==> src/hdl/brfdc_pkg.sv <==
// Shared types, codes and helpers for the byte ring FIFO with drop count.
// Depends on nothing; every other file in hdl/ imports it.
package brfdc_pkg;

  // Ring store depth: a power of two, one slot always left empty.
  localparam int DEPTH = 256;
  localparam int PTR_W = $clog2(DEPTH);

  // Request queue between the front and the back (power of two).
  localparam int QUEUE_DEPTH = 2;
  localparam int QPTR_W = $clog2(QUEUE_DEPTH);
  localparam int QCNT_W = $clog2(QUEUE_DEPTH + 1);

  // Field widths of the transactions.
  localparam int MODE_W   = 3;
  localparam int BYTE_W   = 8;
  localparam int STATUS_W = 2;
  localparam int COUNT_W  = 32;

  // Widths used for saturation and the drop comparison.
  localparam int SAT_W = PTR_W + 8;
  localparam int CMP_W = (PTR_W > 8) ? PTR_W + 1 : 9;

  // Request modes as they arrive on the input channel.
  localparam logic [MODE_W-1:0] MODE_PUSH      = 3'd0;
  localparam logic [MODE_W-1:0] MODE_OVERWRITE = 3'd1;
  localparam logic [MODE_W-1:0] MODE_POP       = 3'd2;
  localparam logic [MODE_W-1:0] MODE_DROP      = 3'd3;
  localparam logic [MODE_W-1:0] MODE_FIND      = 3'd4;
  localparam logic [MODE_W-1:0] MODE_CLEAR     = 3'd5;

  // Operation classes handed from the front to the back.
  localparam logic [2:0] OP_NONE      = 3'd0;
  localparam logic [2:0] OP_PUSH      = 3'd1;
  localparam logic [2:0] OP_OVERWRITE = 3'd2;
  localparam logic [2:0] OP_POP       = 3'd3;
  localparam logic [2:0] OP_DROP      = 3'd4;
  localparam logic [2:0] OP_FIND      = 3'd5;
  localparam logic [2:0] OP_CLEAR     = 3'd6;

  // Result status codes.
  localparam logic [STATUS_W-1:0] STAT_OK       = 2'd0;
  localparam logic [STATUS_W-1:0] STAT_FULL     = 2'd1;
  localparam logic [STATUS_W-1:0] STAT_EMPTY    = 2'd2;
  localparam logic [STATUS_W-1:0] STAT_NOTFOUND = 2'd3;

  typedef struct packed {
    logic [2:0]        op;
    logic [BYTE_W-1:0] data;
    logic [BYTE_W-1:0] amount;
  } req_t;

  typedef struct packed {
    logic [STATUS_W-1:0] status;
    logic [BYTE_W-1:0]   out_byte;
    logic [BYTE_W-1:0]   match_offset;
    logic [BYTE_W-1:0]   fill_level;
    logic [COUNT_W-1:0]  drop_total;
  } res_t;

  // Clamp a pointer-wide count to eight bits.
  function automatic logic [7:0] sat8(input logic [PTR_W-1:0] v);
    logic [SAT_W-1:0] wide;
    wide = SAT_W'(v);
    if (wide > SAT_W'(255)) begin
      return 8'hFF;
    end
    return wide[7:0];
  endfunction

endpackage

==> src/hdl/byte_ring_fifo_with_drop_count_core.sv <==
// Top level of the byte ring FIFO with drop count.
// Depends on brfdc_pkg, brfdc_front, brfdc_queue and brfdc_back.

// A byte FIFO kept in a 256-entry circular store with one slot always empty, so it
// holds at most 255 bytes. Each input transaction carries a mode (push, push with
// overwrite, pop, drop, find, clear) and yields exactly one result transaction with
// a status, the popped byte, the find offset, the fill level and the 32-bit drop
// count after the request. A front stage classifies each request into a two-entry
// queue; the back end owns the store, the pointers and the result register, so the
// input side keeps accepting while a result waits to be taken. Push, overwrite,
// drop, clear and the unused modes are each handled in the back end's idle state,
// so a stream of them runs at one transaction per cycle while results are taken;
// pop passes through a second state because the store's read data is registered;
// find walks the stored bytes one per cycle from the oldest. A request passes
// through the queue and then the result register before its result appears. No
// clearing pass is needed after reset: only bytes inside the fill level are ever read.
module byte_ring_fifo_with_drop_count_core (
  input  logic                           clk,
  input  logic                           rst,
  input  logic                           in_valid,
  output logic                           in_stall,
  input  logic [brfdc_pkg::MODE_W-1:0]   mode,
  input  logic [brfdc_pkg::BYTE_W-1:0]   data_byte,
  input  logic [brfdc_pkg::BYTE_W-1:0]   drop_amount,
  output logic                           out_valid,
  input  logic                           out_stall,
  output logic [brfdc_pkg::STATUS_W-1:0] status,
  output logic [brfdc_pkg::BYTE_W-1:0]   out_byte,
  output logic [brfdc_pkg::BYTE_W-1:0]   match_offset,
  output logic [brfdc_pkg::BYTE_W-1:0]   fill_level,
  output logic [brfdc_pkg::COUNT_W-1:0]  drop_total
);
  import brfdc_pkg::*;

  req_t in_req;
  req_t q_req;
  logic q_valid;
  logic q_pop;
  res_t res;

  // The front end decodes the mode; a drop of zero bytes is folded into a no-op here.
  brfdc_front u_front (
    .mode        (mode),
    .data_byte   (data_byte),
    .drop_amount (drop_amount),
    .req         (in_req)
  );

  // The queue stalls the input only when both of its entries are occupied.
  brfdc_queue u_queue (
    .clk      (clk),
    .rst      (rst),
    .in_valid (in_valid),
    .in_stall (in_stall),
    .in_req   (in_req),
    .q_valid  (q_valid),
    .q_req    (q_req),
    .q_pop    (q_pop)
  );

  // The back end carries out one request at a time and holds its result until taken.
  brfdc_back u_back (
    .clk       (clk),
    .rst       (rst),
    .q_valid   (q_valid),
    .q_req     (q_req),
    .q_pop     (q_pop),
    .out_valid (out_valid),
    .out_stall (out_stall),
    .res       (res)
  );

  assign status       = res.status;
  assign out_byte     = res.out_byte;
  assign match_offset = res.match_offset;
  assign fill_level   = res.fill_level;
  assign drop_total   = res.drop_total;

endmodule

==> src/hdl/brfdc_front.sv <==
// Front end: classifies an incoming request into an operation for the back end.
// Depends on brfdc_pkg.
module brfdc_front (
  input  logic [brfdc_pkg::MODE_W-1:0] mode,
  input  logic [brfdc_pkg::BYTE_W-1:0] data_byte,
  input  logic [brfdc_pkg::BYTE_W-1:0] drop_amount,
  output brfdc_pkg::req_t              req
);
  import brfdc_pkg::*;

  always_comb begin
    req.data   = data_byte;
    req.amount = drop_amount;
    unique case (mode)
      MODE_PUSH:      req.op = OP_PUSH;
      MODE_OVERWRITE: req.op = OP_OVERWRITE;
      MODE_POP:       req.op = OP_POP;
      // A drop of nothing leaves the FIFO untouched.
      MODE_DROP:      req.op = (drop_amount == '0) ? OP_NONE : OP_DROP;
      MODE_FIND:      req.op = OP_FIND;
      MODE_CLEAR:     req.op = OP_CLEAR;
      default:        req.op = OP_NONE;
    endcase
  end

endmodule

==> src/hdl/brfdc_queue.sv <==
// Short request queue that decouples the front end from the back end.
// Depends on brfdc_pkg.
module brfdc_queue (
  input  logic            clk,
  input  logic            rst,
  input  logic            in_valid,
  output logic            in_stall,
  input  brfdc_pkg::req_t in_req,
  output logic            q_valid,
  output brfdc_pkg::req_t q_req,
  input  logic            q_pop
);
  import brfdc_pkg::*;

  req_t              slots [QUEUE_DEPTH];
  logic [QPTR_W-1:0] head;
  logic [QPTR_W-1:0] tail;
  logic [QCNT_W-1:0] count;
  logic              push;

  assign in_stall = (count == QCNT_W'(QUEUE_DEPTH));
  assign push     = in_valid && !in_stall;
  assign q_valid  = (count != '0);
  assign q_req    = slots[head];

  always_ff @(posedge clk) begin
    if (rst) begin
      head  <= '0;
      tail  <= '0;
      count <= '0;
    end else begin
      if (push) begin
        tail <= tail + QPTR_W'(1);
      end
      if (q_pop) begin
        head <= head + QPTR_W'(1);
      end
      if (push && !q_pop) begin
        count <= count + QCNT_W'(1);
      end else if (!push && q_pop) begin
        count <= count - QCNT_W'(1);
      end
    end
  end

  always_ff @(posedge clk) begin
    if (push) begin
      slots[tail] <= in_req;
    end
  end

endmodule

==> src/hdl/brfdc_back.sv <==
// Back end: ring store, pointers, drop counter, find walk and result register.
// Depends on brfdc_pkg.
module brfdc_back (
  input  logic            clk,
  input  logic            rst,
  input  logic            q_valid,
  input  brfdc_pkg::req_t q_req,
  output logic            q_pop,
  output logic            out_valid,
  input  logic            out_stall,
  output brfdc_pkg::res_t res
);
  import brfdc_pkg::*;

  localparam logic [1:0] S_IDLE = 2'd0;
  localparam logic [1:0] S_POP  = 2'd1;
  localparam logic [1:0] S_FIND = 2'd2;

  logic [1:0]         state, state_next;
  logic [PTR_W-1:0]   wr, wr_next;
  logic [PTR_W-1:0]   rd, rd_next;
  logic [COUNT_W-1:0] lost, lost_next;
  logic [PTR_W-1:0]   idx, idx_next;
  logic [BYTE_W-1:0]  target, target_next;

  logic [BYTE_W-1:0]  store [DEPTH];
  logic [BYTE_W-1:0]  mem_q;
  logic               mem_we;
  logic               mem_re;
  logic [PTR_W-1:0]   rd_addr;

  logic [PTR_W-1:0]   level;
  logic               full;
  logic               empty;
  logic               out_free;
  logic               load_out;
  res_t               res_next;
  logic [CMP_W-1:0]   drop_sum;

  assign level    = wr - rd;
  assign full     = ((wr + PTR_W'(1)) == rd);
  assign empty    = (wr == rd);
  assign out_free = !out_valid || !out_stall;
  assign drop_sum = CMP_W'(rd) + CMP_W'(q_req.amount);

  always_comb begin
    state_next  = state;
    wr_next     = wr;
    rd_next     = rd;
    lost_next   = lost;
    idx_next    = idx;
    target_next = target;
    q_pop       = 1'b0;
    mem_we      = 1'b0;
    mem_re      = 1'b0;
    rd_addr     = rd;
    load_out    = 1'b0;
    res_next    = '0;

    unique case (state)
      S_POP: begin
        if (out_free) begin
          load_out          = 1'b1;
          rd_next           = rd + PTR_W'(1);
          res_next.out_byte = mem_q;
          res_next.fill_level = sat8(level - PTR_W'(1));
          state_next        = S_IDLE;
        end
      end
      S_FIND: begin
        if (mem_q == target) begin
          if (out_free) begin
            load_out              = 1'b1;
            res_next.match_offset = sat8(idx);
            res_next.fill_level   = sat8(level);
            state_next            = S_IDLE;
          end
        end else if ((idx + PTR_W'(1)) == level) begin
          if (out_free) begin
            load_out            = 1'b1;
            res_next.status     = STAT_NOTFOUND;
            res_next.fill_level = sat8(level);
            state_next          = S_IDLE;
          end
        end else begin
          mem_re   = 1'b1;
          rd_addr  = rd + idx + PTR_W'(1);
          idx_next = idx + PTR_W'(1);
        end
      end
      default: begin
        if (q_valid) begin
          unique case (q_req.op)
            OP_POP: begin
              if (!empty) begin
                q_pop      = 1'b1;
                mem_re     = 1'b1;
                state_next = S_POP;
              end else if (out_free) begin
                q_pop           = 1'b1;
                load_out        = 1'b1;
                res_next.status = STAT_EMPTY;
              end
            end
            OP_FIND: begin
              if (!empty) begin
                q_pop       = 1'b1;
                mem_re      = 1'b1;
                idx_next    = '0;
                target_next = q_req.data;
                state_next  = S_FIND;
              end else if (out_free) begin
                q_pop           = 1'b1;
                load_out        = 1'b1;
                res_next.status = STAT_NOTFOUND;
              end
            end
            OP_PUSH: begin
              if (out_free) begin
                q_pop    = 1'b1;
                load_out = 1'b1;
                if (full) begin
                  lost_next       = lost + COUNT_W'(1);
                  res_next.status = STAT_FULL;
                end else begin
                  mem_we  = 1'b1;
                  wr_next = wr + PTR_W'(1);
                end
              end
            end
            OP_OVERWRITE: begin
              if (out_free) begin
                q_pop    = 1'b1;
                load_out = 1'b1;
                mem_we   = 1'b1;
                wr_next  = wr + PTR_W'(1);
                if (full) begin
                  rd_next   = rd + PTR_W'(1);
                  lost_next = lost + COUNT_W'(1);
                end
              end
            end
            OP_DROP: begin
              if (out_free) begin
                q_pop    = 1'b1;
                load_out = 1'b1;
                if (CMP_W'(q_req.amount) >= CMP_W'(level)) begin
                  rd_next = wr;
                end else begin
                  rd_next = drop_sum[PTR_W-1:0];
                end
              end
            end
            OP_CLEAR: begin
              if (out_free) begin
                q_pop     = 1'b1;
                load_out  = 1'b1;
                wr_next   = '0;
                rd_next   = '0;
                lost_next = '0;
              end
            end
            default: begin
              if (out_free) begin
                q_pop    = 1'b1;
                load_out = 1'b1;
              end
            end
          endcase
          if (state_next == S_IDLE) begin
            res_next.fill_level = sat8(wr_next - rd_next);
          end
        end
      end
    endcase
    res_next.drop_total = lost_next;
  end

  always_ff @(posedge clk) begin
    if (rst) begin
      state     <= S_IDLE;
      wr        <= '0;
      rd        <= '0;
      lost      <= '0;
      out_valid <= 1'b0;
    end else begin
      state <= state_next;
      wr    <= wr_next;
      rd    <= rd_next;
      lost  <= lost_next;
      if (load_out) begin
        out_valid <= 1'b1;
      end else if (!out_stall) begin
        out_valid <= 1'b0;
      end
    end
  end

  always_ff @(posedge clk) begin
    idx    <= idx_next;
    target <= target_next;
    if (load_out) begin
      res <= res_next;
    end
  end

  always_ff @(posedge clk) begin
    if (mem_we) begin
      store[wr] <= q_req.data;
    end
    if (mem_re) begin
      mem_q <= store[rd_addr];
    end
  end

  a_find_in_range: assert property (@(posedge clk) disable iff (rst)
    (state == S_FIND) |-> (idx < level))
    else $error("find walk ran past the fill level");

  a_pop_advances: assert property (@(posedge clk) disable iff (rst)
    (state == S_POP && load_out) |=> (rd == $past(rd) + PTR_W'(1)))
    else $error("pop did not advance the read pointer");

  a_full_push_no_write: assert property (@(posedge clk) disable iff (rst)
    (state == S_IDLE && q_valid && q_req.op == OP_PUSH && full) |-> !mem_we)
    else $error("push wrote the store while full");

  a_load_when_free: assert property (@(posedge clk) disable iff (rst)
    (out_valid && out_stall) |-> !load_out)
    else $error("result register overwritten while stalled");

endmodule

==> config.mk <==
export PLATFORM = sky130hd
export DESIGN_NAME = byte_ring_fifo_with_drop_count_core
export DESIGN_NICKNAME = d
export VERILOG_FILES = /design/src/hdl/brfdc_pkg.sv /design/src/hdl/byte_ring_fifo_with_drop_count_core.sv /design/src/hdl/brfdc_front.sv /design/src/hdl/brfdc_queue.sv /design/src/hdl/brfdc_back.sv
export SDC_FILE = /design/constraint.sdc
export NUM_CORES = 2
export LEC_CHECK = 0
export BUFFER_PORTS_ARGS = -buffer_cell sky130_fd_sc_hd__buf_2
export CORE_MARGIN = 3
export CORE_UTILIZATION = 50
export DETAILED_ROUTE_END_ITERATION = 8
export PLACE_DENSITY = 0.65
export SYNTH_ARGS = -nofsm -noshare
export SYNTH_HDL_FRONTEND = slang
export SYNTH_SLANG_ARGS = --single-unit
==> constraint.sdc <==
create_clock -name clk -period 8.6 [get_ports clk]
set_input_delay 1.72 -clock clk [delete_from_list [all_inputs] [get_ports clk]]
set_output_delay 1.72 -clock clk [all_outputs]
set_load 0.01 [all_outputs]
==> results.md <==
* Run status: finished, violations left
* Violations in the final reports: capacitance limit, slew limit
* Sum of negative setup slack at 0 ns
* Share of the synthesized area in the top cell type at 0.7139
* Routing usage on met2 at 0.4096
* Transition time at the pin with the least slew margin at 1.506 ns
* Overall global routing resource usage at 0.2630
* RSZ-0062 raised after global routing: no
* Gate Count Post-Synth at 6563
* Mean instance size in the synthesized netlist at 13.89 um2
* I/O Pins at 83
* Wire length of the first global-routing pass at 364300 um
* Count of H-tree levels built during CTS at 4
* First-pass detailed-route iteration total at 6
* Setup slack after layout at 1.420 ns
* Vias after detailed routing at 56550
* CTS resizes at 0
* Starting utilization of the core area at 0.5040
* Number of register bits inferred by synthesis at 2224
* Worst hold-check path type: register to register
* Inserted Clock Buffers at 220
* Type of the worst setup path: register to register
* Later-pin clock latency in the skew report at 0.87 ns
* Achievable clock frequency at 0.1393 GHz
* Pwr Total at 31.36 mW
* Clock Sinks at 2224
* Async set-or-reset flop fraction in the synthesized netlist at 0
* Total Die Area at 187500 um2
* Final Instance Area at 101500 um2
* Vertical die dimension at 433.1 um
* GRT Max-Usage Layer: met2
* Ranking of synthesized cells by area: sky130_fd_sc_hd__edfxtp_1, sky130_fd_sc_hd__mux2i_1, sky130_fd_sc_hd__nand2_1
* Most common cell in the synthesized netlist: sky130_fd_sc_hd__edfxtp_1
* Width of the die at 433.1 um
* Shortest clock period the worst path allows after layout at 7.180 ns
* Switching share of power at 0.3314
* Number of max-capacitance violations reported at 1
* Total wire length at 249200 um
* Weighted congestion at the end of routability-driven global placement at 0.9067
* Avg WL per Cell at 27.23 um
* Core area at 180900 um2
* Total congestion overflow after global routing at 0
* Worst-path maximum fanout at 75
* Residual DRC at 0
* Number of buffer cells added on primary ports at 82
* Synthesized netlist net count at 6638
* Layout-stage area growth over the synthesis result at 11.31%
* CTS tree: yes
* Post-synthesis sequential area ratio at 0.7262
* Logic depth of the worst register-to-register path at 16
* Clk pwr share at 0.304
* Pin count of the biggest net entering global routing at 132
* Via density per instance at 6.179
* Final Hold Viols at 0
* Cell Rows at 156
* Predominant post-synthesis flop cell: sky130_fd_sc_hd__edfxtp_1
* DP HPWL at 145600 um
* Maximum buffer depth of the clock tree at 3
* Worst Path Arrival at 7.73 ns
* Post-route clock period utilization at 0.8349
* Normalized max-slew margin at -0.01338
* Number of global-route vias before repair at 53670
* Clock-pin slew reported for the worst setup and hold paths after clock tree synthesis at 0.06 ns
* Fraction of met1 tracks used by global routing at 0.3698
* Number of different library cells in the post-synthesis netlist at 80
* Synth Warn # at 0
* Worst clock skew on the final layout at 0.03417 ns
* Final max-slew violation count at 2
* Buffer type at the clock tree root: sky130_fd_sc_hd__clkbuf_16
* Antenna Violating Nets Remaining at 0
* Number of nets in the finished design at 6663
* Setup fix buffers added after clock tree synthesis at 0
* VDD IR-drop max at 263.9 uV
* Kind of capture point of the worst setup path: register
* Placed Area at 94290 um2
* Fraction of layout instances using a drive strength above 1 at 0.09147
* Required arrival time at the worst endpoint at 9.15 ns
* Cell area after synthesis at 91190 um2
* Count of cells along the worst hold path at 2
* P_leak at 36.27 nW
* Internal at 20.97 mW
* Hold_ws at 0.5179 ns
* Combinational share of power at 0.275
* Initial antenna violation count at 8
* Setup crit start kind: register
* Net Switching at 10.39 mW
* Total setup violations reported at the end of the flow at 0
* Share of power burned in registers at 0.421
* Library cell occupying the most area in the post-synthesis netlist: sky130_fd_sc_hd__edfxtp_1
* Number of enable-type register cells in the synthesized netlist at 2168
* Hold Buf Count CTS at 0
* Worst-case setup slack after placement at 1.486 ns
* Power per unit of standard cell area at 309.0 nW/um2
* Commonest cells in the synthesized netlist: sky130_fd_sc_hd__edfxtp_1, sky130_fd_sc_hd__nand2_1, sky130_fd_sc_hd__mux2i_1
* Met3 Use GR at 0.05519
* Starting DRC count in detailed routing at 7506
[cell usage in the layout (no fill, tap or decap), types with 97 or more instances in the layout]
cell type / Yosys / routed
sky130_fd_sc_hd__edfxtp_1: 2168 / 2168
sky130_fd_sc_hd__nand2_1: 1156 / 1138
sky130_fd_sc_hd__mux2i_1: 519 / 517
sky130_fd_sc_hd__nand3_1: 419 / 419
sky130_fd_sc_hd__nor2_1: 349 / 348
sky130_fd_sc_hd__clkbuf_16: 0 / 222
sky130_fd_sc_hd__a21oi_1: 218 / 218
sky130_fd_sc_hd__a31oi_1: 174 / 168
sky130_fd_sc_hd__o221ai_1: 156 / 156
sky130_fd_sc_hd__nor3_1: 136 / 134
sky130_fd_sc_hd__buf_4: 51 / 120
sky130_fd_sc_hd__o22ai_1: 110 / 110
sky130_fd_sc_hd__nor4_1: 98 / 97
[metal layers]
| layer | vias to the layer above | share of wire | wire length, um |
|---|---|---|---|
| met1 | 28300 | 0.40 | 100800 |
| met4 | 4 | 0.034 | 8494 |
| met3 | 434 | 0.096 | 23980 |
| met5 | - | 0.00011 | 27 |
| li1 | 24970 | - | - |
| met2 | 2843 | 0.47 | 115900 |
[critical path, cell delays in order, from the launching register on]
cell and delay, ns:
sky130_fd_sc_hd__dfxtp_1 0.59, sky130_fd_sc_hd__inv_1 0.24, sky130_fd_sc_hd__ha_1 0.44, sky130_fd_sc_hd__nand2_1 0.12, sky130_fd_sc_hd__a211oi_1 0.28, sky130_fd_sc_hd__nor2_1 0.12, sky130_fd_sc_hd__o211ai_1 0.39, sky130_fd_sc_hd__xnor2_1 0.26
sky130_fd_sc_hd__a21oi_4 0.60, sky130_fd_sc_hd__mux2_8 0.88, sky130_fd_sc_hd__buf_12 0.44, sky130_fd_sc_hd__mux2i_1 0.26, sky130_fd_sc_hd__o22ai_1 0.10, sky130_fd_sc_hd__a311oi_1 0.57, sky130_fd_sc_hd__nor3_1 0.22, sky130_fd_sc_hd__nor4_1 1.01
sky130_fd_sc_hd__nor4_1 0.16
[worst paths after layout]
kind / from / endpoint / slack (ns)
setup reg to reg: u_back.rd[4]$_SDFFE_PP0P_ / u_back.mem_q[7]$_DFFE_PP_ / 1.42
setup / recovery: u_back.rd[4]$_SDFFE_PP0P_ / u_back.mem_q[7]$_DFFE_PP_ / 1.42
hold / removal: u_queue.head$_SDFFE_PP0P_ / register / 0.52
hold reg to reg: u_queue.head$_SDFFE_PP0P_ / register / 0.52
[registers in the layout, indices dropped and copies added, names as in the netlist, 2 cells and up, named ones only]
signal and cells:
u_back.store 2048, u_back.res 58, u_queue.slots 38, u_back.lost 32, u_back.idx 8, u_back.mem_q 8
u_back.rd 8, u_back.target 8, u_back.wr 8, u_back.state 2, u_queue.count 2
[final cells by class]
type                    count  area [um2]
fillers                 14330       79440
flip-flops and latches   2224       66220
multi-input cells        3872       23140
clock buffers             272        5793
well taps                2370        2965
repair buffers            228        1817
clock inverters           140        1398
inverters                  42       157.7
diodes                      3       7.507
[power by group through the flow]
| stage | Clock (mW) | Combinational, mW | Sequential [mW] |
|---|---|---|---|
| 2_1_floorplan | 0 | 5.36 | 13.5 |
| 3_3_place_gp | 0 | 8.43 | 13.4 |
| 3_5_place_dp | 0 | 8.54 | 13.4 |
| 4_1_cts | 9.63 | 8.57 | 13.2 |
| 5_1_grt | 10.1 | 9.21 | 13.2 |
| 6_report | 9.53 | 8.64 | 13.2 |
[per-stage QoR]
step | util | cells
3_3_place_gp | 0.5211 | 8734
3_5_place_dp | 0.5211 | 8735
4_1_cts | 0.5608 | 9147
5_1_grt | 0.5609 | 9148
2_1_floorplan | - | 6563
6_report | 0.5610 | 9151
[cell families after synthesis]
kind of cell               synth area share
muxes                               0.05985
adders and majority gates          0.007574
and+or+nand+nor                      0.1104
DFF                                  0.7262
AOI/OAI and AO/OA                   0.06659
xor gates and xnor gates           0.005735
buffers and inverters               0.02363
Note: power is estimated with default switching activity, not from simulation.
